===== src/design/vdplt_pkg.sv =====
// Shared types and constants for the video processor port and line timing block.
// No dependencies; imported by every module of the block.
package vdplt_pkg;

    localparam int VRAM_DEPTH = 16384;
    localparam int VRAM_AW    = 14;

    typedef logic [2:0] t_op;
    localparam t_op OP_CTRL_WR  = 3'd0;
    localparam t_op OP_DATA_WR  = 3'd1;
    localparam t_op OP_DATA_RD  = 3'd2;
    localparam t_op OP_STAT_RD  = 3'd3;
    localparam t_op OP_VCNT_RD  = 3'd4;
    localparam t_op OP_HCNT_RD  = 3'd5;
    localparam t_op OP_ADVANCE  = 3'd6;

    // Control word command code, bits 15:14.
    localparam logic [1:0] CMD_VRAM_RD = 2'd0;
    localparam logic [1:0] CMD_VRAM_WR = 2'd1;
    localparam logic [1:0] CMD_REG_WR  = 2'd2;
    localparam logic [1:0] CMD_CRAM_WR = 2'd3;

    localparam logic [3:0] REG_MODE1 = 4'd0;
    localparam logic [3:0] REG_MODE2 = 4'd1;
    localparam logic [3:0] REG_LINE  = 4'd10;

    localparam logic [7:0] REG_MODE1_RST = 8'h36;
    localparam logic [7:0] REG_MODE2_RST = 8'h80;
    localparam logic [7:0] REG_LINE_RST  = 8'hFF;

    localparam logic [1:0] HGT_192 = 2'd0;
    localparam logic [1:0] HGT_224 = 2'd1;
    localparam logic [1:0] HGT_240 = 2'd2;

    localparam logic [4:0] STATUS_LOW_ONES = 5'h1F;

    localparam logic [8:0] LINES_NTSC = 9'd262;
    localparam logic [8:0] LINES_PAL  = 9'd313;

    typedef struct packed {
        t_op        op;
        logic [7:0] data;
        logic [7:0] cycles;
    } t_req;

    typedef struct packed {
        logic [7:0] read_data;
        logic       interrupt;
        logic       frame_done;
    } t_rsp;

    typedef struct packed {
        logic               we;
        logic               re;
        logic [VRAM_AW-1:0] addr;
        logic [7:0]         wdata;
    } t_vram_req;

    typedef struct packed {
        logic       advance;
        logic [7:0] cycles;
        logic       status_clr;
        logic       ldc_load;
        logic [7:0] ldc_value;
    } t_tim_ctl;

    typedef struct packed {
        logic [7:0] reg0;
        logic [7:0] reg1;
        logic [7:0] reg10;
        logic [1:0] height;
        logic       pal;
    } t_tim_cfg;

    typedef struct packed {
        logic [7:0] vcount;
        logic [7:0] hcount;
        logic       frame_flag;
        logic       irq;
        logic       frame_done;
    } t_tim_stat;

endpackage


===== src/design/vdplt_timing.sv =====
// H/V counters, scanline, line interrupt counter and frame flag.
// Uses vdplt_pkg; one line is processed per advance that reaches the line length.
module vdplt_timing import vdplt_pkg::*; #(
    parameter int LINE_CYCLES = 228
) (
    input  logic      i_clk,
    input  logic      i_rst_n,
    input  t_tim_ctl  i_ctl,
    input  t_tim_cfg  i_cfg,
    output t_tim_stat o_stat
);

    localparam int         SUM_MAX   = 510;
    localparam int         MAX_WRAPS = SUM_MAX / LINE_CYCLES;
    localparam logic [8:0] LC9       = 9'(LINE_CYCLES);

    logic [7:0] r_hcount, n_hcount;
    logic [7:0] r_vcount, n_vcount;
    logic [8:0] r_line,   n_line;
    logic [7:0] r_ldc,    n_ldc;
    logic       r_flag,   n_flag;

    logic [8:0] sum;
    logic [7:0] hmod;
    logic [8:0] lines;
    logic [8:0] jump_on;
    logic [7:0] jump_to;
    logic [8:0] total;
    logic       irq;
    logic       frame;

    always_comb begin
        sum  = {1'b0, r_hcount} + {1'b0, i_ctl.cycles};
        hmod = sum[7:0];
        for (int k = 1; k <= MAX_WRAPS; k++) begin
            if (sum >= 9'(k * LINE_CYCLES)) begin
                hmod = 8'(sum - 9'(k * LINE_CYCLES));
            end
        end

        unique case (i_cfg.height)
            HGT_224: begin
                lines   = 9'd224;
                jump_on = i_cfg.pal ? 9'd256 : 9'd235;
                jump_to = i_cfg.pal ? 8'hCB  : 8'd229;
            end
            HGT_240: begin
                lines   = 9'd240;
                jump_on = 9'd256;
                jump_to = i_cfg.pal ? 8'hD3 : 8'd0;
            end
            default: begin
                lines   = 9'd192;
                jump_on = i_cfg.pal ? 9'd243 : 9'd219;
                jump_to = i_cfg.pal ? 8'd186 : 8'd213;
            end
        endcase
        total = i_cfg.pal ? LINES_PAL : LINES_NTSC;

        n_hcount = r_hcount;
        n_vcount = r_vcount;
        n_line   = r_line;
        n_ldc    = r_ldc;
        n_flag   = r_flag;
        irq      = 1'b0;
        frame    = 1'b0;

        if (i_ctl.ldc_load) begin
            n_ldc = i_ctl.ldc_value;
        end
        if (i_ctl.status_clr) begin
            n_flag = 1'b0;
        end

        if (i_ctl.advance) begin
            if (sum < LC9) begin
                n_hcount = sum[7:0];
            end else begin
                n_hcount = hmod;
                n_vcount = (r_line == jump_on) ? jump_to : r_vcount + 8'd1;

                if (r_line <= lines) begin
                    if (r_ldc == 8'd0) begin
                        n_ldc = i_cfg.reg10;
                        irq   = i_cfg.reg0[4];
                    end else begin
                        n_ldc = r_ldc - 8'd1;
                    end
                end else begin
                    n_ldc = i_cfg.reg10;
                end

                if (r_line == lines) begin
                    n_flag = 1'b1;
                end
                if (r_line == lines + 9'd1 && i_cfg.reg1[5]) begin
                    irq = 1'b1;
                end

                if ({1'b0, r_line} + 10'd1 >= {1'b0, total}) begin
                    n_line = '0;
                    frame  = 1'b1;
                end else begin
                    n_line = r_line + 9'd1;
                end
            end
        end
    end

    always_ff @(posedge i_clk) begin
        if (!i_rst_n) begin
            r_hcount <= '0;
            r_vcount <= '0;
            r_line   <= '0;
            r_ldc    <= '0;
            r_flag   <= 1'b0;
        end else begin
            r_hcount <= n_hcount;
            r_vcount <= n_vcount;
            r_line   <= n_line;
            r_ldc    <= n_ldc;
            r_flag   <= n_flag;
        end
    end

    assign o_stat = '{vcount:     r_vcount,
                      hcount:     r_hcount,
                      frame_flag: r_flag,
                      irq:        irq,
                      frame_done: frame};

endmodule


===== config.mk =====
export PLATFORM = sky130hd
export DESIGN_NAME = vdplt_timing
export DESIGN_NICKNAME = d
export VERILOG_FILES = /design/src/design/vdplt_pkg.sv /design/src/design/vdplt_timing.sv
export SDC_FILE = /design/constraint.sdc
export NUM_CORES = 1
export LEC_CHECK = 0
export BUFFER_PORTS_ARGS = -buffer_cell sky130_fd_sc_hd__clkbuf_2
export CELL_PAD_IN_SITES_DETAIL_PLACEMENT = 1
export CELL_PAD_IN_SITES_GLOBAL_PLACEMENT = 1
export CORE_UTILIZATION = 40
export DETAILED_ROUTE_END_ITERATION = 12
export HOLD_SLACK_MARGIN = 0.02
export PLACE_DENSITY_LB_ADDON = 0.1
export SLEW_MARGIN = 10
export SYNTH_ARGS = -nofsm -noshare
export SYNTH_HDL_FRONTEND = slang
export SYNTH_SLANG_ARGS = --single-unit

===== constraint.sdc =====
create_clock -name i_clk -period 4.6 [get_ports i_clk]
set_clock_uncertainty 0.2 [all_clocks]
set_input_delay 0.46 -clock i_clk [delete_from_list [all_inputs] [get_ports i_clk]]
set_output_delay 0.46 -clock i_clk [all_outputs]
set_load 0.03 [all_outputs]

======== Yosys cells after proc, flatten, opt, wreduce, memory -nomap -nowiden ========
Cells that the tools add are included.
storage, ports and cells
  bits in registers ....................... 34
  bits in latches ......................... 0
  RAM bits ................................ 0
  ROM bits ................................ 0
  input bits .............................. 48
  output and inout port bits .............. 19
  memories ................................ 0
operators by class
  $add $sub $neg .......................... 8
  multipliers ............................. 0
  divide/modulo/power cells ............... 0
  order comparisons ....................... 5
  eq/ne operators ......................... 5
  shift operators ......................... 0
  multiplexer cells ....................... 31
  bitwise operators ....................... 1
  reduce and logical (&&, ||, !) cells .... 3
operators with widths
  cell                  count
  $mux 8                10
  $eq 9x9->1            3
  $add 9x1->9 const B   2
  $mux 6                3
  $mux 9                2
  $pmux 9 s2            1
  $pmux 8 s2            1
  $sub 8x8->8 const B   2
  $mux 1                12
  $pmux 6 s2            1
  $add 9x1->10 const B  1
  $ge 10x9->1           1
  $add 8x8->9           1
  $ge 9x8->1 const B    1
  $ge 9x9->1 const B    1
  $le 9x9->1            1
  $lt 9x8->1 const B    1
  $add 8x1->8 const B   1
  $logic_not 8->1       1
  $sub 8x1->8 const B   1
  $mux 7                1
  $eq 2x1->1 const B    1
  $eq 2x2->1 const B    1
  $reduce_and 2->1      1
  other kinds (2)       2

======== Logic depth before layout (Yosys ltp) ========
  depth in word-level cells ............... 8
  mapped depth ............................ 15
  gate-level depth less buffers ........... 14

======== Worst setup path before layout ========
No wires, ideal clock.
  path type ............................... register to output
  start point ............................. register r_hcount[0]
  end point ............................... output o_stat[0] (netlist bit)
  data arrival time ....................... 3,311 ps
  slack ................................... 629 ps
  cell stages (with the launch flop) ...... 16
  cell sequence ........................... dfxtp_1 ha_1 inv_1 fa_1 nand2b_1 a21oi_1 xor2_1 inv_1 ha_1 nand2_1 nand3_1 a31oi_4 nand2b_4 clkbuf_1 nor2_1 buf_4
between the ends
  word-level cells in the longest chain between the ends .. 4
RTL lines
  element                 RTL line             RTL
  start, declared         vdplt_timing.sv:17   logic [7:0] r_hcount, n_hcount;
  start signal, assigned  vdplt_timing.sv:118  r_hcount <= n_hcount;
  $add 8x8->9             vdplt_timing.sv:33   sum = {1'b0, r_hcount} + {1'b0, i_ctl.cycles};
  $lt 9x8->1              vdplt_timing.sv:76   if (sum < LC9) begin
  $mux 1                  vdplt_timing.sv:76
  $mux 1                  vdplt_timing.sv:75   if (i_ctl.advance) begin
  end, declared           vdplt_timing.sv:10   output t_tim_stat o_stat
Every way passes these cells.

==> PnR_summary.wiki <==
{| class="wikitable"
! Metric !! Value
|-
| Start point of the worst min-delay path || i_ctl[9]
|-
| Slew at the pin closest to its max-slew limit || 914.2 ps
|-
| Worst hold path stage count || 4
|-
| Worst Hold Endpoint || r_flag
|-
| Nets || 534
|-
| Area Growth Syn to Fin || 13.97%
|-
| CP max stage delay || 390 ps
|-
| Outcome || finished, final reports clean
|-
| Number of core rows || 32
|-
| I/O Pins || 67
|-
| Yosys warning total || 0
|-
| Syn Inst Count || between 400 and 500
|-
| Power Total || 1983 µW
|-
| Per-instance average area after synthesis || 7.561 µm²
|-
| Vias in the first global route || a little over 3000
|-
| Critical Path Stages || 14
|-
| DR WL/cell || 15.48 µm
|-
| Util after Layout || between 40 and 50%
|-
| Placed wire-length estimate after detailed placement || approximately 6500 µm
|-
| Number of design rule violations left after detail routing || 0
|-
| Total routing resource utilization after global routing || between 20% and 30%
|-
| Skew-Pair Late Insertion Delay || 290 ps
|-
| Required time at the worst-slack endpoint || ~4000 ps
|-
| Commonest non-fill, non-tap cells in the layout || 52 x clkbuf_2, 42 x nor2_1, 37 x nand2_1
|-
| Fraction of post-synthesis cell area in the top cell type by area || 21.59%
|-
| Biggest area contributors in the synthesized netlist || dfxtp_1 22%, ha_1 11%, xnor2_1 5.3%
|-
| Setup Viol. Count Final || 0
|-
| Worst hold path class || primary input to register
|-
| Overflow left after global routing || 0
|-
| Die H || 90.79 µm
|-
| Dominant delay contributor by cell family on the critical path || adder cells
|-
| Maximum capacitance violations || 0
|-
| Critical path class || register to output port
|-
| Antenna violations before repair || 0
|-
| Achievable frequency || ~250 MHz
|-
| Number of enable-type register cells in the synthesized netlist || 0
|-
| Cell at the root of the clock tree || clkbuf_8
|-
| Setup TNS Final || 0 ps
|-
| Number of detailed-route iterations in the first pass || 5
|-
| Data arrival time of the critical path || 3300 ps
|-
| Number of inserted diodes || 0
|-
| Min cycle time layout || 3963 ps
|-
| Hold-fix buffers at CTS || 0
|-
| Vias post-DR || a little over 3000
|-
| Starting utilization of the core area || around 41%
|-
| Die span in x || 90.79 µm
|-
| Critical path cell sequence || ha_1 > inv_1 > fa_1 > nand2b_1 > a21oi_1 > xor2_1 > inv_1 > ha_1 > nand2_1 > nand3_1 > a31oi_4 > nand2b_4 > a21oi_1 > clkbuf_2
|-
| Setup repair after global routing missed its margin || no
|-
| Fraction of the cycle the final worst path needs || about 86%
|-
| Worst path buffer plus inverter count || 3
|-
| Slowest cell on the critical path || fa_1
|-
| Maximum number of pins on one net before global-route repair || 23
|-
| Die ar. || 8242 µm²
|-
| CTS H-tree depth || 2
|-
| Register bit total from synthesis || 34
|-
| Vias per inst || 5.556
|-
| Final number of max-transition violations || 0
|-
| Predominant post-synthesis flop cell || dfxtp_1
|-
| Maximum number of buffers from clock root to sink || 2
|-
| Startpoint type of the worst setup path || register
|-
| Clock-pin slew reported for the worst setup and hold paths after clock tree synthesis || 70 ps
|-
| Worst hold margin || about 240 ps
|-
| Fraction of final layout cells with drive strength greater than 1 || between 10% and 20%
|-
| Static leakage || 0.001558 µW
|-
| Maximum vdd drop || 0.2839 mV
|-
| Reg2Reg Capture Point || r_ldc[0]
|-
| Synth async-reset ratio || 0%
|-
| Worst R2R Path Depth || 15
|-
| Number of unique standard cell types used by synthesis || 56
|-
| Port bufs || 52
|-
| Cell Area, Synth || approximately 3200 µm²
|-
| Core area || 7687 µm²
|-
| Maximum net fanout on the critical path || 8
|-
| Number of nets produced by synthesis || 494
|-
| Launch point of the worst reg-to-reg path || r_hcount[0]
|-
| Max_slew headroom || 38.61%
|-
| Crit. End Element || output port
|-
| Routed WL || ~8700 µm
|-
| Most common cell after layout, fill and taps aside || clkbuf_2
|-
| Global placement routability congestion || around 0.84
|-
| Post-synthesis sequential area ratio || 21.59%
|-
| Reg2Reg Setup Slack || a little over 900 ps
|-
| Violation count after the first detailed-routing iteration || 37
|-
| Clk sink count || 34
|-
| CTS tree || yes
|-
| Routed Antenna Nets || 0
|-
| Wire length of the first global-routing pass || between 10000 and 15000 µm
|-
| Largest area contributor in the netlist || dfxtp_1
|-
| Total of cells resized after clock tree synthesis || 0
|-
| Post-CTS repair timing setup buffer count || 0
|-
| Power density of the placed cells || 551.8 nW/µm²
|-
| Number of hold-slack violations in the final timing report || 0
|-
| Fillers || 1029
|-
| Number of buffers inserted during clock tree synthesis || 5
|}
[cell families (layout without fill, tap and decap cells)]
logic type               count (synthesis)  count (layout)  synth area share (%)
AO/OA/AOI/OAI                          105             105                 22.22
flip-flops                              34              34                 21.59
AND/OR/NAND/NOR                        162             162                 26.71
XOR/XNOR                                26              26                 7.222
buffers and inverters                   48              88                 6.190
adder cells (fa/ha/maj)                 29              29                 11.75
multiplexers                            13              13                 4.325
[Yosys cell counts (7+ instances only)]
cell,instances
and3_1,9
nand3_1,17
ha_1,28
mux2i_1,8
o211ai_1,9
a211oi_1,9
dfxtp_1,34
xnor2_1,19
clkbuf_1,20
nor2_1,42
nor3_1,7
o21ai_0,27
nor2b_1,8
nand2_1,37
a21oi_1,26
inv_1,21
xor2_1,7
[per-layer routing]
layer	global-route usage [%]	part of all wire [%]	vias up
li1	-	-	1562
met4	5.952	1.1	0
met1	28.28	48	1498
met3	2.525	1.9	9
met2	38.13	49	37
met5	0	0	-
[worst max path at each step]
stage | endpoint | slack, ps | startpoint
global placement | o_stat[1] | 780 | i_ctl[10]
floorplan | o_stat[0] | 630 | r_hcount[0]
detailed placement | r_ldc[0] | 770 | i_ctl[10]
global route | o_stat[1] | 380 | r_hcount[0]
CTS | o_stat[1] | 600 | r_hcount[0]
finish | o_stat[1] | 640 | r_hcount[0]
[power by group]
part / total [µW] / switching [µW] / internal [µW] / leakage, µW
Sequential: 420 / 67.2 / 353 / 0.000278
Clock: 292 / 119 / 174 / 0.0000573
Combinational: 1270 / 750 / 520 / 0.00122
[flip-flops by register name, indices dropped and copies added, names as in the netlist]
name,cells
r_ldc,8
r_flag,1
r_hcount,8
r_vcount,8
r_line,9
[area by class of cell]
type	count	area, µm²	area share (%)
clock buffers	6	82.58	2.298
clock inverters	1	30.03	0.8357
inverters	22	82.58	2.298
multi-input cells	335	2277	63.37
flip-flops and latches	34	680.7	18.94
well taps	102	127.6	3.552
repair buffers	59	312.8	8.705
[worst min-delay path, cell delays in order]
cell	delay (ps)
clkbuf_2	80
inv_1	40
a2bb2oi_1	50
nor2_1	70
[metrics by stage]
| step | area [µm²] | setup WS (ps) | std cells |
|---|---|---|---|
| 5_1_grt | 3593 | 377.9 | 559 |
| 6_report | 3593 | 637.0 | 559 |
| 4_1_cts | 3593 | 602.4 | 559 |
| 3_5_place_dp | 3481 | 768.8 | 552 |
| 3_3_place_gp | 3481 | 781.1 | 552 |
| 2_1_floorplan | 3153 | 629.3 | 417 |
No activity file was read; power rests on OpenSTA's default activity.
