`config.mk`:
```
export PLATFORM = sky130hd
export DESIGN_NAME = vdplt_outq
export DESIGN_NICKNAME = d
export VERILOG_FILES = /design/src/design/vdplt_pkg.sv /design/src/design/vdplt_outq.sv
export SDC_FILE = /design/constraint.sdc
export NUM_CORES = 1
export LEC_CHECK = 0
export BUFFER_PORTS_ARGS = -buffer_cell sky130_fd_sc_hd__buf_2
export CORE_MARGIN = 4
export CORE_UTILIZATION = 44
export DETAILED_ROUTE_END_ITERATION = 8
export PLACE_DENSITY = 0.7
export REMOVE_ABC_BUFFERS = 1
export SETUP_SLACK_MARGIN = 0.1
export SLEW_MARGIN = 20
export SYNTH_ARGS = -nofsm -noshare
export SYNTH_HDL_FRONTEND = slang
export SYNTH_SLANG_ARGS = --single-unit
```
`constraint.sdc`:
```
create_clock -name i_clk -period 1.45 [get_ports i_clk]
set_input_delay 0.145 -clock i_clk [delete_from_list [all_inputs] [get_ports i_clk]]
set_output_delay 0.145 -clock i_clk [all_outputs]
set_load 0.01 [all_outputs]
```
`src/design/vdplt_pkg.sv`:
```
// Shared types and constants for the video processor port and line timing block.
// No dependencies; imported by every module of the block.
package vdplt_pkg;

    localparam int VRAM_DEPTH = 16384;
    localparam int VRAM_AW    = 14;

    typedef logic [2:0] t_op;
    localparam t_op OP_CTRL_WR  = 3'd0;
    localparam t_op OP_DATA_WR  = 3'd1;
    localparam t_op OP_DATA_RD  = 3'd2;
    localparam t_op OP_STAT_RD  = 3'd3;
    localparam t_op OP_VCNT_RD  = 3'd4;
    localparam t_op OP_HCNT_RD  = 3'd5;
    localparam t_op OP_ADVANCE  = 3'd6;

    // Control word command code, bits 15:14.
    localparam logic [1:0] CMD_VRAM_RD = 2'd0;
    localparam logic [1:0] CMD_VRAM_WR = 2'd1;
    localparam logic [1:0] CMD_REG_WR  = 2'd2;
    localparam logic [1:0] CMD_CRAM_WR = 2'd3;

    localparam logic [3:0] REG_MODE1 = 4'd0;
    localparam logic [3:0] REG_MODE2 = 4'd1;
    localparam logic [3:0] REG_LINE  = 4'd10;

    localparam logic [7:0] REG_MODE1_RST = 8'h36;
    localparam logic [7:0] REG_MODE2_RST = 8'h80;
    localparam logic [7:0] REG_LINE_RST  = 8'hFF;

    localparam logic [1:0] HGT_192 = 2'd0;
    localparam logic [1:0] HGT_224 = 2'd1;
    localparam logic [1:0] HGT_240 = 2'd2;

    localparam logic [4:0] STATUS_LOW_ONES = 5'h1F;

    localparam logic [8:0] LINES_NTSC = 9'd262;
    localparam logic [8:0] LINES_PAL  = 9'd313;

    typedef struct packed {
        t_op        op;
        logic [7:0] data;
        logic [7:0] cycles;
    } t_req;

    typedef struct packed {
        logic [7:0] read_data;
        logic       interrupt;
        logic       frame_done;
    } t_rsp;

    typedef struct packed {
        logic               we;
        logic               re;
        logic [VRAM_AW-1:0] addr;
        logic [7:0]         wdata;
    } t_vram_req;

    typedef struct packed {
        logic       advance;
        logic [7:0] cycles;
        logic       status_clr;
        logic       ldc_load;
        logic [7:0] ldc_value;
    } t_tim_ctl;

    typedef struct packed {
        logic [7:0] reg0;
        logic [7:0] reg1;
        logic [7:0] reg10;
        logic [1:0] height;
        logic       pal;
    } t_tim_cfg;

    typedef struct packed {
        logic [7:0] vcount;
        logic [7:0] hcount;
        logic       frame_flag;
        logic       irq;
        logic       frame_done;
    } t_tim_stat;

endpackage

```
`src/design/vdplt_outq.sv`:
```
// Two-entry response queue between the request side and the response port.
// Uses vdplt_pkg for the response type.
module vdplt_outq import vdplt_pkg::*; (
    input  logic i_clk,
    input  logic i_rst_n,
    input  logic i_push,
    input  t_rsp i_rsp,
    input  logic i_stall,
    output logic o_valid,
    output t_rsp o_rsp,
    output logic o_full
);

    t_rsp       r_slot [2];
    logic       r_wr_ptr;
    logic       r_rd_ptr;
    logic [1:0] r_count;
    logic       pop;

    assign o_valid = (r_count != 2'd0);
    assign o_full  = (r_count == 2'd2);
    assign o_rsp   = r_slot[r_rd_ptr];
    assign pop     = o_valid & ~i_stall;

    always_ff @(posedge i_clk) begin
        if (i_push) begin
            r_slot[r_wr_ptr] <= i_rsp;
        end
    end

    always_ff @(posedge i_clk) begin
        if (!i_rst_n) begin
            r_wr_ptr <= 1'b0;
            r_rd_ptr <= 1'b0;
            r_count  <= '0;
        end else begin
            if (i_push) begin
                r_wr_ptr <= ~r_wr_ptr;
            end
            if (pop) begin
                r_rd_ptr <= ~r_rd_ptr;
            end
            unique case ({i_push, pop})
                2'b10:   r_count <= r_count + 2'd1;
                2'b01:   r_count <= r_count - 2'd1;
                default: r_count <= r_count;
            endcase
        end
    end

endmodule

```
# == Word level (Yosys, flattened, before mapping) ==
# Memory sizes are Yosys's and may differ from the RTL's. A register that Yosys moved wholly into a read port is not among the register bits.
# Index checks and enable logic that the tools add are counted.
# Widths: inputs -> output; s select.
# op_classes
shift,0
div_mod_pow,0
n_reduce_logical,2
add_sub_neg,2
mux,5
n_lt_le_gt_ge,0
n_eq_ne,3
n_mul,0
bitwise_logic,4
# ops
op,count
$eq 2x2->1 const B,2
$mux 1,4
$pmux 2 s2,1
$reduce_bool 2->1,2
$not 1->1,3
$add 2x1->2 const B,1
$eq 2x1->1 const B,1
$sub 2x1->2 const B,1
$and 1x1->1,1
# word_totals
mem_count,1
latch_bits,0
output_inout_bits,12
mem_bits_ro,0
input_bits,14
mem_bits_rw,20
wordCells,20
register_bits,4
# mem_list
name,words,width,rd,rd_clocked_by_memory_dff,wr,line,text
r_slot,2,10,1,1,1,vdplt_outq.sv:14,t_rsp r_slot [2];

# == Longest topological paths before layout ==
# Gate-level depths: netlist (run 1).
# logic_depth
word_depth,4
ltp_mapped,6

# == Worst setup path after synthesis (run 1) ==
# Ideal clock, no wire load.
# synth_timing
path_type,register -> register
startpoint,register r_count[0]
endpoint,register r_count[1]
path_slack_ns,0.088
n_path_buf,0
t_arrival_ns,1.292
stages_incl_launch_ff,6
cell_sequence,dfxtp_1 nor2_1 nor2_1 ha_1 or3_1 a21boi_1
# synth_between
elab_chain_len,4
# synth_lines
item,line,text
start: declaration,vdplt_outq.sv:17,logic [1:0] r_count;
start signal: assignment,vdplt_outq.sv:44,2'b10: r_count <= r_count + 2'd1;
start signal: assignment,vdplt_outq.sv:45,2'b01: r_count <= r_count - 2'd1;
start signal: assignment,vdplt_outq.sv:46,default: r_count <= r_count;
$reduce_bool 2->1 *,vdplt_outq.sv:20,assign o_valid = (r_count != 2'd0);
$and 1x1->1 *,vdplt_outq.sv:23,assign pop = o_valid & ~i_stall;
via pop,vdplt_outq.sv:18,logic pop;
$eq 2x1->1 / $eq 2x2->1 (equally long branches),vdplt_outq.sv:43,"unique case ({i_push, pop})"
$pmux 2 s2 / $reduce_bool 2->1 (equally long branches),n/a,
# The timed path passes the listed nets; every way through them passes the cells marked *.
# A chain may end at the register's enable or synchronous reset.

==> metrics.yaml, run 1 <==
detailed_routing:
  vias_per_cell: 4.75
  wl_per_cell_um: 13.8
  wl_um: 1710
  first_pass_iters: 4
  drc: 0
  postRouteAntennaNets: 0
  dr.first_iter.drc_count: 4
  vias: 589
run_status:
  outcome: "finished clean"
cts:
  htreeDepth: 1
  root_buffer: "clkbuf_4"
  clockBufferDepth: 2
  clk_pin_slew_worst_paths_ns: 0.13
  numCtsBuffers: 3
  cts_tree: "built"
  clk_latency_ns: 0.31
  clkSinkCount: 25
global_route:
  overflow: 0
  grt_pass1_vias: 556
  grt_pass1_wl_um: 2320
  grt_use_total_pct: 11.3
  antenna_found_initial: 0
  grt_max_degree: 16
sta:
  slew_viol_final: 0
  post-route-period-util_pct: 96.4
  hold_viol: 0
  period_minus_slack_ns: 1.40
  slew_headroom_pct: 84.3
  finalClockSkew_ns: 0.00130
  fin_setup_tns_ns: 0
  fin_hold_ws_ns: 0.0101
  finalSetupViolations: 0
  worst_pin_slew_ns: 0.233
  clock.fmax_mhz: 716
  rsz0062_at_grt: "true"
  setup_slack_ns: 0.0524
layout:
  antenna_cells: 0
  instances_no_fill: 124
  final_cell_mix: "edfxtp_1, buf_2, buf_6"
  layout-area-overhead-vs-synth_pct: 46.6
  fillers: 140
  layout_commonest_cell: "edfxtp_1"
  num-nets-final: 113
  layout-drive-gt1-share_pct: 56.7
flow_run:
  cap_violations: 0
power_and_ir_drop:
  power_density_nw_per_um2: 1420
  power_w: 0.00197
  peakVddDrop_mv: 0.794
  p_leak_nw: 0.562
placement:
  portBuffers: 25
  place_ws_ns: -0.0238
  place_congestion: 0.642
  placed_cells: 111
synthesis:
  ys_ff_latch: 25
  synth_area_um2: 947
  yosysTopAreaCell: "edfxtp_1"
  synthDistinctLibCells: 16
  ys_seq_area_share_pct: 74.0
  synth.top_cell.area_share_pct: 63.4
  synth_warnings: 0
  syn_area_per_cell_um2: 16.9
  synth_area_leaders: "edfxtp_1, mux2_2, dfxtp_1"
  postSynthCellCount: 56
floorplanning:
  chipWidth_um: 54.4
  io_pins: 26
  die_area_um2: 2960
  rows: 16
  start_util_pct: 47.3
  core_um2: 2000
  die_h_um: 54.4
setup_path:
  critPathMaxFanout: 7
  r2r_slack_ns: 0.09
  endpoint_kind: "output pin"
  cp.required_ns: 1.31
  cp-start-kind: "flop"
  worstPathArrival_ns: 1.25
  worst-setup-path-type: "reg2out"
worst_hold_path:
  min_path_type: "in2reg"
==> cell families (layout without fill, tap and decap cells) <==
logic type / count (synthesis) / after routing / synth area share (%)
xor gates and xnor gates: 2 / 2 / 1.85
and+or+nand+nor: 9 / 9 / 5.42
adders and majority gates: 1 / 1 / 1.32
buffers and inverters: 3 / 44 / 1.32
AOI/OAI and AO/OA: 6 / 6 / 4.23
muxes: 10 / 10 / 11.9
DFF: 25 / 25 / 74.0
==> per-layer routing <==
| layer | global-route usage, % | up-vias | part of all wire (%) |
|---|---|---|---|
| met5 | 0 | - | 0 |
| met1 | 11.9 | 277 | 37 |
| met2 | 20.3 | 16 | 56 |
| met4 | 6.22 | 0 | 2.2 |
| li1 | - | 290 | - |
| met3 | 3.00 | 6 | 4.6 |
==> cells in the mapped netlist, drive strengths merged <==
library cell  count
edfxtp           20
inv               2
o21ai             2
a21boi            3
ha                1
xnor2             2
and2              2
nor2              3
or3               2
buf               1
nor2b             1
o21a              1
mux2             10
and2b             1
dfxtp             5
==> what timing repair did <==
action / 4_1_cts / 5_1_grt
gates resized for setup: 24 / 9
pin swaps: 4 / 4
hold buffers: 0 / 5
endpoints found under the hold margin: 0 / 8
buffers inserted: 3 / 1
setup endpoints to repair: 11 / 12
==> state kept, by name (all words and copies together) (netlist names), named ones only <==
name and cells:
r_slot 20, r_count 2, r_rd_ptr 1, r_wr_ptr 1
==> worst max-delay path, stage by stage, from the launching register on <==
cell,delay (ns)
dfxtp_2,0.37
buf_8,0.14
mux2_4,0.31
buf_6,0.12
==> through the flow <==
step | cell area (um^2) | utilization, %
6_report | 1390 | 69.4
2_1_floorplan | 942 | -
3_5_place_dp | 1130 | 56.5
5_1_grt | 1390 | 69.4
3_3_place_gp | 1130 | 56.5
4_1_cts | 1290 | 64.3
==> worst paths after layout <==
check | from | end | cells after the start
setup / recovery | flop | o_rsp[3] | 3
hold / removal | i_rsp[1] | r_slot[1][1] | 1
setup reg to reg | r_count[1] | r_count[1] | 6
hold reg to reg | r_count[1] | r_count[1] | 2
==> area by class of cell <==
type / instances / area, um^2 / area share, %
sequential: 25 / 707 / 50.9
timing repair buffer: 38 / 309 / 22.3
multi-input combinational: 28 / 302 / 21.7
tap: 27 / 33.8 / 2.43
clock buffer: 3 / 22.5 / 1.62
clock inverter: 1 / 7.51 / 0.541
inverter: 2 / 7.51 / 0.541
==> power breakdown <==
group / internal (W) / switching [W]
registers: 0.000860 / 0.0000486
clock network: 0.000105 / 0.000201
logic: 0.000467 / 0.000292
Power figures use the tool's default switching activity.
==> run 2: changes to the inputs <==
--- a/config.mk
+++ b/config.mk
@@ -5,11 +5,12 @@
 export SDC_FILE = /design/constraint.sdc
 export NUM_CORES = 1
 export LEC_CHECK = 0
+export ABC_AREA = 1
 export BUFFER_PORTS_ARGS = -buffer_cell sky130_fd_sc_hd__buf_2
 export CORE_MARGIN = 4
-export CORE_UTILIZATION = 44
+export CORE_UTILIZATION = 45
 export DETAILED_ROUTE_END_ITERATION = 8
-export PLACE_DENSITY = 0.7
+export PLACE_DENSITY = 0.71
 export REMOVE_ABC_BUFFERS = 1
 export SETUP_SLACK_MARGIN = 0.1
 export SLEW_MARGIN = 20
==> metrics.yaml, run 2 <==
power_and_ir_drop:
  pwr-share-comb_pct: 24.3
  power_density_nw_per_um2: 1120
  internal-power_w: 0.00114
  power_w: 0.00152
  p_clk_share_pct: 19.5
  p_seq_share_pct: 56.2
  p_leak_nw: 0.577
  peakVddDrop_mv: 0.611
  p_sw_w: 0.000380
  swShare_pct: 25.0
cts:
  cts_tree: "built"
  numCtsBuffers: 3
  root_buffer: "clkbuf_4"
  clk_pin_slew_worst_paths_ns: 0.13
  htreeDepth: 1
  clockBufferDepth: 2
  clkSinkCount: 25
  clk_latency_ns: 0.30
layout:
  layout_commonest_cell: "edfxtp_1"
  fillers: 161
  top_register: "r_slot"
  multiInputGateArea_um2: 277
  layout-area-overhead-vs-synth_pct: 39.2
  seq_area_um2: 704
  reg_top3: "r_slot (20), r_count (2)"
  layout-drive-gt1-share_pct: 46.7
  largest_reg_flops: 20
  instances_no_fill: 132
  final_cell_mix: "edfxtp_1, buf_2, buf_6"
  num-nets-final: 121
  antenna_cells: 0
flow_run:
  cap_violations: 0
detailed_routing:
  dr.first_iter.drc_count: 9
  vias_per_cell: 4.80
  vias: 634
  wl_per_cell_um: 13.8
  wl_um: 1820
  drc: 0
  first_pass_iters: 4
  postRouteAntennaNets: 0
synthesis:
  yosysTopAreaCell: "edfxtp_1"
  synth_edf_count: 20
  yosysMostFrequentCell: "edfxtp_1"
  synth_warnings: 0
  synth_area_um2: 970
  synth_top_family_by_area: "multiplexers"
  synth_simple_gate_area_share_pct: 9.03
  syn_area_per_cell_um2: 14.5
  synthDistinctLibCells: 16
  synthAdderAreaFrac_pct: 1.29
  postSynthCellCount: 67
  ys_ff_latch: 25
  synth_mux_area_share_pct: 11.6
  synth_area_leaders: "edfxtp_1, dfxtp_1, mux2_2"
  synth-compound-area-share_pct: 2.71
  synthTopCellsByCount: "edfxtp_1, nor2_1, mux2_2, nand2_1"
  async_reset_ff_share_pct: 0
  synth.top_cell.area_share_pct: 61.9
  ys_seq_area_share_pct: 72.3
  synth-xor-area-share_pct: 0
  synth_flop_cell: "edfxtp_1"
placement:
  placed_cells: 121
  dp.final_hpwl_um: 1230
  portBuffers: 25
  place_congestion: 0.671
floorplanning:
  io_pins: 26
  rows: 16
  die_h_um: 54.4
  core_um2: 2000
  die_area_um2: 2960
  chipWidth_um: 54.4
  start_util_pct: 48.4
sta:
  slew_viol_final: 0
  period_minus_slack_ns: 1.38
  rsz0062_at_grt: "true"
  clock.fmax_mhz: 724
  hold_viol: 0
  worst_pin_slew_ns: 0.434
  finalClockSkew_ns: 0.00133
  slew_headroom_pct: 71.0
  finalSetupViolations: 0
  post-route-period-util_pct: 95.3
  fin_setup_tns_ns: 0
run_status:
  outcome: "finished clean"
global_route:
  overflow: 0
  grt_pass1_wl_um: 2530
  grt_use_total_pct: 12.6
  grt_max_degree: 15
  grt_pass1_vias: 614
  antenna_found_initial: 0
setup_path:
  cp-start-kind: "flop"
  critPathMaxFanout: 6
  cp.required_ns: 1.31
  worstPathArrival_ns: 1.24
  endpoint_kind: "output pin"
  worst-setup-path-type: "reg2out"
worst_hold_path:
  min_path_type: "in2reg"
-- run 2: cell count changes after synthesis, sizes merged, moves of 3 or more --
cell / before / now
nand2: 0 / 8
nor2: 3 / 11
inv: 2 / 6
a21boi: 3 / 0
-- run 2: timing repair --
item                                    4_1_cts  5_1_grt
hold buffers                                  0        6
setup buffers                                 0        1
gates resized for setup                      22        4
endpoints found under the setup margin       11       12
endpoints found under the hold margin         0       12
-- run 2: layer usage --
metal / global-route usage [%] / wire (um) / vias to the layer above
li1: - / - / 308
met1: 11.9 / 673 / 298
met2: 25.1 / 1020 / 26
met3: 2.45 / 112 / 2
met4: 6.22 / 13 / 0
met5: 0 / 0 / -
-- run 2: worst paths after layout --
| kind | slack [ns] | from | cells past startpoint | end |
|---|---|---|---|---|
| worst min-delay path | 0.02 | i_rsp[5] | 1 | r_slot[1][5] |
| worst max register to register | 0.15 | r_count[0] | 8 | r_count[1] |
| worst min register to register | 0.52 | r_count[1] | 2 | r_count[1] |
| worst max-delay path | 0.07 | flop | 3 | o_rsp[8] |
-- run 2: final cells by class --
cell class,count,area share [%]
inverters,6,1.67
multi-input cells,35,20.5
flip-flops and latches,25,52.2
clock inverters,1,0.371
clock buffers,3,1.67
repair buffers,35,21.1
well taps,27,2.50
-- run 2: through the flow --
stage | hold WS [ns] | area, um^2 | util, % | setup WS (ns)
after floorplan | 0.244 | 962 | - | 0.252
after global placement | 0.334 | 1140 | 57.1 | 0.221
after detailed placement | 0.338 | 1140 | 57.1 | 0.104
after CTS | 0.00305 | 1270 | 63.6 | 0.0410
after global routing | 0.00194 | 1350 | 67.4 | 0.0122
final | 0.0231 | 1350 | 67.4 | 0.0679
-- run 2: power groups by stage --
stage	Clock, W	Sequential (W)	Combinational (W)
after floorplan	0	0.000868	0.000152
after global placement	0	0.000861	0.000256
after detailed placement	0	0.000864	0.000270
after CTS	0.000308	0.000853	0.000346
after global routing	0.000338	0.000858	0.000400
final	0.000295	0.000854	0.000369
-- run 2: logic make-up (layout without fill, tap and decap cells) --
group,after synthesis,in the layout
buffers and inverters,7,45
AOI/OAI and AO/OA,3,3
adders and majority gates,1,1
muxes,10,10
DFF,25,25
and+or+nand+nor,21,21
-- run 2: worst max-delay path: stages (launching register included) --
cell,delay [ns]
dfxtp_2,0.36
buf_6,0.14
mux2_4,0.31
buf_6,0.12
==> run 3: changes to the inputs <==
--- a/config.mk
+++ b/config.mk
@@ -8,9 +8,10 @@
 export ABC_AREA = 1
 export BUFFER_PORTS_ARGS = -buffer_cell sky130_fd_sc_hd__buf_2
 export CORE_MARGIN = 4
-export CORE_UTILIZATION = 45
+export CORE_UTILIZATION = 34
+export CTS_CLUSTER_DIAMETER = 150
 export DETAILED_ROUTE_END_ITERATION = 8
-export PLACE_DENSITY = 0.71
+export PLACE_DENSITY = 0.56
 export REMOVE_ABC_BUFFERS = 1
 export SETUP_SLACK_MARGIN = 0.1
 export SLEW_MARGIN = 20
==> metrics.yaml, run 3 (synthesis results as in run 2) <==
cts:
  cts_tree: "built"
  htreeDepth: 1
  numCtsBuffers: 3
  clkSinkCount: 25
  root_buffer: "clkbuf_4"
  clk_latency_ns: 0.31
  clockBufferDepth: 2
  clk_pin_slew_worst_paths_ns: 0.13
layout:
  layout_commonest_cell: "edfxtp_1"
  final_cell_mix: "edfxtp_1, buf_2, buf_6"
  num-nets-final: 121
  stdcell_area_um2: 1380
  reg_top3: "r_slot (20), r_count (2)"
  layout-area-overhead-vs-synth_pct: 42.3
  layout-drive-gt1-share_pct: 47.6
  top_register: "r_slot"
  largest_reg_flops: 20
  antenna_cells: 0
flow_run:
  cap_violations: 0
sta:
  period_minus_slack_ns: 1.39
  finalSetupViolations: 0
  slew_headroom_pct: 72.1
  fin_hold_ws_ns: 0.0270
  rsz0062_at_grt: "true"
  post-route-period-util_pct: 95.5
  clock.fmax_mhz: 722
  slew_viol_final: 0
  hold_viol: 0
  finalClockSkew_ns: 0.00496
  worst_pin_slew_ns: 0.418
floorplanning:
  io_pins: 26
  core_um2: 2730
  die_h_um: 61.4
  start_util_pct: 35.5
  chipWidth_um: 61.4
  die_area_um2: 3770
  rows: 19
detailed_routing:
  first_pass_iters: 4
  dr.first_iter.drc_count: 9
  wl_per_cell_um: 13.2
  drc: 0
  vias: 612
  wl_um: 1800
  vias_per_cell: 4.50
  postRouteAntennaNets: 0
worst_hold_path:
  min_path_type: "in2reg"
setup_path:
  cp_cell_sequence: "buf_6, mux2_4, buf_6"
  worstPathArrival_ns: 1.24
  endpoint_kind: "output pin"
  worst-setup-path-type: "reg2out"
  r2r_slack_ns: 0.22
  cp_common_cell: "buf_6"
  critPathMaxFanout: 5
  slowest_stage: "dfxtp_2"
  cp.required_ns: 1.31
  cp-start-kind: "flop"
  cp_slowest_stage_delay_ns: 0.37
global_route:
  antenna_found_initial: 0
  grt_use_total_pct: 10.1
  overflow: 0
  grt_max_degree: 15
  grt_pass1_wl_um: 2670
  grt_pass1_vias: 586
placement:
  portBuffers: 25
  dp.final_hpwl_um: 1140
  place_congestion: 0.801
  place_area_um2: 1140
power_and_ir_drop:
  power_w: 0.00153
  power_density_nw_per_um2: 1110
  peakVddDrop_mv: 0.598
  p_leak_nw: 0.578
run_status:
  outcome: "finished clean"
## run 3: power breakdown
| part | switching (W) | internal (W) | total (W) | leakage, nW |
|---|---|---|---|---|
| Clock | 0.000196 | 0.000103 | 0.000299 | 0.0177 |
| Combinational | 0.000159 | 0.000208 | 0.000367 | 0.330 |
| Sequential | 0.0000290 | 0.000832 | 0.000861 | 0.231 |
| Total | 0.000384 | 0.00114 | 0.00153 | 0.578 |
## run 3: worst paths after layout
path,from,to,cells after the start
worst min-delay path,i_rsp[8],r_slot[1][8],1
worst min register to register,r_wr_ptr,r_wr_ptr,2
worst max-delay path,flop,o_rsp[8],3
worst max register to register,r_count[1],r_count[1],8
## run 3: final cells by class
class                           instances  area [um^2]
Tap cell                               31         38.8
Clock inverter                          1         5.00
Clock buffer                            3         22.5
Multi-Input combinational cell         35          289
Timing Repair Buffer                   35          288
Inverter                                6         27.5
Fill cell                             238         1350
Sequential cell                        25          709
## run 3: timing repair
item | CTS | global route
setup endpoints to repair | 10 | 12
pin swaps | 0 | 4
hold endpoints to repair | 0 | 13
setup buffers | 0 | 0
resized for setup | 24 | 8
cloned | 1 | 0
hold buffers | 0 | 7
## run 3: per-layer routing
metal	share of wire, %	GRT usage [%]
met5	0	0
met3	5.9	3.14
met1	42	11.7
met4	0.72	3.64
met2	51	17.4
## run 3: critical path: cells and delay by family, from the launching register on
family                 cells  cell delay, ns
buffers and inverters      2            0.26
flip-flops                 1            0.37
multiplexers               1            0.31
## run 3: per-stage QoR
stage                     setup WS (ns)  utilization (%)  setup TNS [ns]  std cells
final                            0.0650             50.5               0        136
after global routing           -0.00254             50.5        -0.00644        136
after CTS                        0.0432             47.0               0        129
after detailed placement          0.133             41.7               0        124
after global placement            0.216             41.7               0        124
after floorplan                   0.252                -               0         66
